[config.mk]
export PLATFORM = sky130hd
export DESIGN_NAME = twcs_ctrl
export DESIGN_NICKNAME = d
export VERILOG_FILES = /design/src/rtl/core/twcs_pkg.sv /design/src/rtl/core/twcs_ctrl.sv
export SDC_FILE = /design/constraint.sdc
export NUM_CORES = 1
export LEC_CHECK = 0
export BUFFER_PORTS_ARGS = -buffer_cell sky130_fd_sc_hd__buf_2
export CORE_AREA = 3 3 40 42
export DETAILED_ROUTE_END_ITERATION = 12
export DIE_AREA = 0 0 43 45
export GPL_TIMING_DRIVEN = 0
export SLEW_MARGIN = 0
export SYNTH_ARGS = -nofsm -noshare
export SYNTH_HDL_FRONTEND = slang
export SYNTH_SLANG_ARGS = --single-unit
[constraint.sdc]
create_clock -name clk -period 1.9 [get_ports clk]
set_input_delay 0.57 -clock clk [delete_from_list [all_inputs] [get_ports clk]]
set_output_delay 0.57 -clock clk [all_outputs]
set_load 0.02 [all_outputs]
[src/rtl/core/twcs_pkg.sv]
// Shared types and constants for the tile window collision scan.
// Holds controller/datapath command and status structs and code names.
// No dependencies.
package twcs_pkg;

	// Default sizing, handed to the top level parameters
	localparam int DEF_MAX_COLS    = 256;
	localparam int DEF_MAX_ROWS    = 64;
	localparam int DEF_TILE_PIXELS = 32;
	localparam int DEF_MAX_BOX     = 16;

	// Field widths fixed by the interface
	localparam int CFG_DATA_W = 9;
	localparam int MAP_COLS_W = 9;
	localparam int MAP_ROWS_W = 7;
	localparam int HIT_X_W    = 13;
	localparam int HIT_Y_W    = 11;
	localparam int SX_W       = 10;
	localparam int SY_W       = 8;

	// Register values after reset
	localparam logic [MAP_COLS_W-1:0] MAP_COLS_RST = 9'd256;
	localparam logic [MAP_ROWS_W-1:0] MAP_ROWS_RST = 7'd64;

	// Register indexes
	localparam logic REG_MAP_COLS = 1'b0;
	localparam logic REG_MAP_ROWS = 1'b1;

	// Item function codes
	localparam logic FUNC_WRITE = 1'b0;
	localparam logic FUNC_QUERY = 1'b1;

	// Tile code that marks an empty cell (ASCII zero)
	localparam logic [7:0] EMPTY_CODE = 8'd48;

	typedef enum logic [1:0] {
		DIR_DOWN  = 2'd0,
		DIR_UP    = 2'd1,
		DIR_RIGHT = 2'd2,
		DIR_LEFT  = 2'd3
	} scan_dir_t;

	// Controller to datapath
	typedef struct packed {
		logic write_tile;  // store the accepted tile
		logic load_query;  // latch the accepted query, clear scan counters
		logic issue;       // read the current cell, advance counters
		logic capture;     // take the stage-two check into the result register
		logic out_load;    // move the result into the output register
	} twcs_cmd_t;

	// Datapath to controller
	typedef struct packed {
		logic empty;    // window has no cells
		logic last;     // current cell is the final one of the window
		logic hit_now;  // the cell read last cycle is on the map and solid
	} twcs_sts_t;

endpackage

[src/rtl/core/twcs_ctrl.sv]
// Controller of the tile window collision scan: handshakes and scan sequencing.
// Drives datapath commands from its status. Depends on twcs_pkg.
module twcs_ctrl
	import twcs_pkg::*;
(
	input  logic      clk,
	input  logic      arst_n,
	input  logic      in_valid,
	output logic      in_ready,
	input  logic      func,
	output logic      out_valid,
	input  logic      out_ready,
	input  twcs_sts_t sts,
	output twcs_cmd_t cmd
);

	typedef enum logic [1:0] {
		ST_IDLE,
		ST_SCAN,
		ST_FLUSH,
		ST_DONE
	} state_t;

	state_t state_q;
	logic   out_valid_q;
	logic   accept;

	assign in_ready = (state_q == ST_IDLE);
	assign accept   = in_valid && in_ready;

	always_comb begin
		cmd = '0;
		unique case (state_q)
			ST_IDLE: begin
				cmd.write_tile = accept && (func == FUNC_WRITE);
				cmd.load_query = accept && (func == FUNC_QUERY);
				// no read in flight, so this takes a miss
				cmd.capture    = accept && (func == FUNC_WRITE);
			end
			ST_SCAN: begin
				if (sts.hit_now || sts.empty) begin
					cmd.capture = 1'b1;
				end else begin
					cmd.issue = 1'b1;
				end
			end
			ST_FLUSH: begin
				cmd.capture = 1'b1;
			end
			ST_DONE: begin
				cmd.out_load = !out_valid_q || out_ready;
			end
			default: ;
		endcase
	end

	always_ff @(posedge clk or negedge arst_n) begin
		if (!arst_n) begin
			state_q     <= ST_IDLE;
			out_valid_q <= 1'b0;
		end else begin
			if (cmd.out_load) begin
				out_valid_q <= 1'b1;
			end else if (out_ready) begin
				out_valid_q <= 1'b0;
			end
			unique case (state_q)
				ST_IDLE: begin
					if (accept) begin
						state_q <= (func == FUNC_QUERY) ? ST_SCAN : ST_DONE;
					end
				end
				ST_SCAN: begin
					if (sts.hit_now || sts.empty) begin
						state_q <= ST_DONE;
					end else if (sts.last) begin
						state_q <= ST_FLUSH;
					end
				end
				ST_FLUSH: begin
					state_q <= ST_DONE;
				end
				ST_DONE: begin
					if (cmd.out_load) begin
						state_q <= ST_IDLE;
					end
				end
				default: state_q <= ST_IDLE;
			endcase
		end
	end

	assign out_valid = out_valid_q;

endmodule

### Yosys cells after proc, flatten, opt, wreduce, memory -nomap -nowiden

Index checks and enable logic that the tools add are counted.

* word-level logic and storage cells: 32
* output and inout port bits: 7
* input bits: 8
* register bits: 3

* equal/unequal tests: 6
* multiplexer cells: 14
* reductions and logical operators: 9
* bitwise logic cells: 1

Operators by type and width (count)
* $mux 2: 6
* $pmux 2 s4: 1
* $mux 1: 6
* $eq 2x2->1 const B: 2
* $logic_and 1x1->1: 3
* $ne 3x3->1 const B: 1
* $pmux 1 s3: 1
* $reduce_and 3->1: 1
* $eq 2x1->1 const B: 1
* $logic_not 2->1: 1
* $logic_or 1x1->1: 2
* $ne 2x1->1 const B: 1
* $ne 2x2->1 const B: 1
* $reduce_bool 2->1: 1
* $logic_not 1->1: 1
* $not 1->1: 1

### Depth between registers and ports, before layout

* depth after elaboration: 5
* depth in mapped cells: 5
* depth with buffers taken out: 5

### Worst setup path before layout

Ideal clock, no wire load.

* path type: register -> output
* start point: register state_q[0]
* end point: output cmd[1] (netlist name)
* cell stages (with the launch flop): 5
* path buffers: 0
* data arrival time: 1.426 ns
* path slack: -0.096 ns
* data required time: 1.330 ns
* cell sequence: dfrtp_1 > inv_1 > ha_1 > and3_1 > o31a_1

RTL lines
* start: declaration: line twcs_ctrl.sv:24 `state_t state_q;`
* start signal: assignment: line twcs_ctrl.sv:70 `state_q <= (func == FUNC_QUERY) ? ST_SCAN : ST_DONE;`
* end: declaration: line twcs_ctrl.sv:14 `output twcs_cmd_t cmd`

==> flow_results.org <==
** Synthesis
- Unique masters post-synth :: 14
- The synthesized netlist devotes 10.9% of its cell area to compound gates.
- Share of synthesized flip-flops with an asynchronous set or reset :: between 90% and 100%
- Mean cell area of the mapped netlist :: 9.92 um2
- Counting flops with a built-in enable in the synthesized netlist gives 0.
- After synthesis, the share of cell area in mux cells is about a tenth.
- Post-Synth Adder-Cell Area :: 26.1%
- Gate count of the mapped netlist :: 29
- Yosys synthesis warning count :: 0
- Main flop type after synthesis :: sky130_fd_sc_hd__dfrtp_1
- After Yosys synthesis, and, or, nand and nor cells account for 18.7% of the synthesized area.
- Largest family of logic cells by synthesized area :: adder cells
- Largest area contributor in the synthesized netlist :: sky130_fd_sc_hd__dfrtp_1
- Post-Syn Nets :: 43
- The mapped netlist covers between 200 and 300 um2.
- Largest cells by area after synthesis :: sky130_fd_sc_hd__dfrtp_1 26%, sky130_fd_sc_hd__ha_1 26%, sky130_fd_sc_hd__mux2i_1 10%
- Proportion of synthesized chip area in sequential cells :: a little over a quarter
- Synth Area in XOR/XNOR :: 0%
- Share of the synthesized area in the top cell type :: 26.1%
- Flip-flop and latch count after synthesis :: 3

** Placement
- After legalization and detailed placement, the total HPWL measured between 500 and 600 um.
- Routability-driven placement finished with a final weighted congestion of approximately 0.64.
- The placed instances occupy a cell area of about 380 um2.
- The number of placed instances, taps included, is 58.
- Pre-CTS setup slack :: ~0.020 ns
- I/O Buffers :: 14

** Floorplanning
- Num rows :: 13
- The die is 45 um tall.
- Ports placed on the boundary :: 15
- Area enclosed by the die boundary :: roughly 1900 um2
- Measured along the x axis, the die boundary spans around 43 um.
- Once the floorplan was initialized, standard cells occupied between 20 and 25% of the core.
- Core ar. :: 1280 um2

** Setup path
- Required time at the worst-slack endpoint :: 1.33 ns
- Along the worst path, the maximum fanout reaches 4.
- Data arrival at the endpoint of the critical path :: about 1.4 ns
- Crit Path Category :: reg2out
- Kind of start point of the critical path :: flip-flop
- The slowest stage of the critical path is the sky130_fd_sc_hd__dfrtp_1 cell.
- Slowest cell delay on critical path :: 0.41 ns
- Among cell families on the critical path, the largest total delay comes from flip-flops.
- Crit. End Element :: primary output
- The number of buffers and inverters on the critical path is 1.
- Cells along the critical path :: ha_1, o21a_1, o31a_1, buf_6
- The setup check on the worst reg-to-reg path leaves a slack of between 0.3 and 0.4 ns.

** STA
- Final max-slew violation count :: 0
- For the finished layout, the period the worst path requires is approximately 2 ns.
- The hold violation total from the final report is 0.
- In this run the tightest slew margin relative to its limit is approximately 85%.
- Static timing analysis puts the maximum clock frequency at slightly above 0.5 GHz.
- Period utilization :: 105%
- Largest clock skew in the final design :: roughly 0.0032 ns
- At the pin with the least slew margin, the transition time is ~0.23 ns.
- Setup repair after global routing missed its margin :: yes
- After routing, the total negative slack on setup checks comes to -0.0887 ns.
- PnR worst setup slack :: -0.0887 ns
- Setup violations remaining at the end of the flow were counted as 1.

** Global route
- Vias in the first global route :: 281
- The total overflow left after global routing is 0.
- Wire length of the first global-routing pass :: a little over 1000 um
- The initial antenna violation count came to 0.
- Entering global routing, the biggest net connects 5 pins.
- Global router's overall resource usage :: between 7 and 8%

** Drt
- DRC errors left :: 0
- After detailed routing, the average wire length per cell comes to about 10 um.
- Wires add up to between 600 and 700 um.
- Vias per cell :: about 4.2
- Post-route ant nets :: 0
- The detailed router placed around 280 vias in this run.
- Starting DRC count in detailed routing :: 1
- The first detailed-routing pass took 2 iterations.

** Run status
- Run status :: complete, but fails checks
- The checks that failed: negative setup slack.

** Clock tree
- TritonCTS buffer count :: 3
- For this design, the sink count on the clock tree is 3.
- Clock transition at path regs :: 0.04 ns
- Clock root buffer :: sky130_fd_sc_hd__clkbuf_4
- Source-to-sink clock delay at the later pin of the worst-skew pair :: 0.23 ns
- Bufs on Longest Clock Path :: 2
- Clock tree from TritonCTS :: done
- H-tree depth :: 1

** Final layout
- Final layout net count :: 67
- Cells with a size suffix above 1 make up ~56% of the layout.
- Number of standard cells in the layout, taps in and fillers out :: 67
- The filler cells instantiated in the layout total roughly 130.
- Compared with the post-synthesis result, the final layout area differs by 67.0%.
- The finished cells cover roughly 480 um2.
- The number of antenna diodes in the final layout is 0.

** Hold path
- The worst hold path belongs to the class in2async.

** Pwr
- Leakage Power :: ~0.25 nW
- Total power density per cell area :: 1710 nW/um2
- The worst-case IR drop observed on VDD is 445 uV.

** Job
- Across the run, the number of max-cap violations was 0.
[metrics by stage]
step | total power [mW] | hold WS [ns] | util (%)
2_1_floorplan | 0.436 | 0.274 | -
3_3_place_gp | 0.539 | 0.366 | 29.6
3_5_place_dp | 0.557 | 0.367 | 29.6
4_1_cts | 0.793 | 0.123 | 36.1
5_1_grt | 0.888 | 0.123 | 37.4
6_report | 0.820 | 0.128 | 37.4
[worst paths after layout]
| path | startpoint | end | cells past startpoint |
|---|---|---|---|
| worst max register to register | state_q[1] | state_q[1] | 5 |
| worst min register to register | state_q[1] | state_q[1] | 2 |
| max in group asynchronous | arst_n | out_valid | 1 |
| min in group clk | state_q[1] | state_q[1] | 2 |
| worst min-delay path | arst_n | state_q[0] | 1 |
| worst max-delay path | state_q[0] | cmd[1] | 4 |
[worst reg2reg max path: stages (launching register included)]
cell and delay, ns:
sky130_fd_sc_hd__dfrtp_1 0.38, sky130_fd_sc_hd__inv_2 0.11, sky130_fd_sc_hd__ha_1 0.19, sky130_fd_sc_hd__or4b_1 0.47, sky130_fd_sc_hd__o221ai_2 0.11, sky130_fd_sc_hd__mux2i_1 0.24
[area by class of cell]
type / count / area [um2] / area share, %
multi-input combinational: 20 / 220 / 45.8
timing repair buffer: 19 / 118 / 24.5
sequential: 3 / 75.1 / 15.6
clock buffer: 4 / 26.3 / 5.47
inverter: 6 / 22.5 / 4.69
tap: 15 / 18.8 / 3.91
[registers in the layout, indices dropped and copies added, names as in the netlist]
| signal | flops |
|---|---|
| state_q | 2 |
| out_valid | 1 |
[cell usage after synthesis (2+ instances only)]
cell type,number
sky130_fd_sc_hd__ha_1,6
sky130_fd_sc_hd__inv_1,6
sky130_fd_sc_hd__dfrtp_1,3
sky130_fd_sc_hd__mux2i_1,3
sky130_fd_sc_hd__and3_1,2
[report_power, final]
part           internal [mW]  switching, mW
logic                  0.290          0.299
clock network         0.0784         0.0287
registers             0.0999         0.0249
[cell families after synthesis]
logic type / after synthesis
AND/OR/NAND/NOR: 8
buffers and inverters: 6
adder cells (fa/ha/maj): 6
AO/OA/AOI/OAI: 3
multiplexers: 3
flip-flops: 3
[layer usage]
| metal | up-vias | share of wire (%) | global-route usage (%) |
|---|---|---|---|
| met4 | 0 | 0 | 1.81 |
| li1 | 144 | - | - |
| met5 | - | 0 | 0 |
| met2 | 7 | 56 | 15.3 |
| met3 | 0 | 6.9 | 2.79 |
| met1 | 133 | 37 | 6.04 |
[placed cells by master (no fill, tap or decap), drive strengths merged]
cell type / netlist / final
buf: 0 / 19
inv: 6 / 6
ha: 6 / 6
clkbuf: 0 / 4
mux2i: 3 / 3
dfrtp: 3 / 3
and3: 2 / 2
o21a: 1 / 1
o31a: 1 / 1
or2b: 1 / 1
and2: 1 / 1
nor3b: 1 / 1
or4b: 1 / 1
o221ai: 1 / 1
nand2: 1 / 1
nor3: 1 / 1
[what timing repair did]
item,CTS,global route
pin swaps,3,2
hold buffers,0,0
resized for setup,6,3
endpoints found under the setup margin,3,3
setup buffers,5,0
Power figures use the tool's default switching activity.
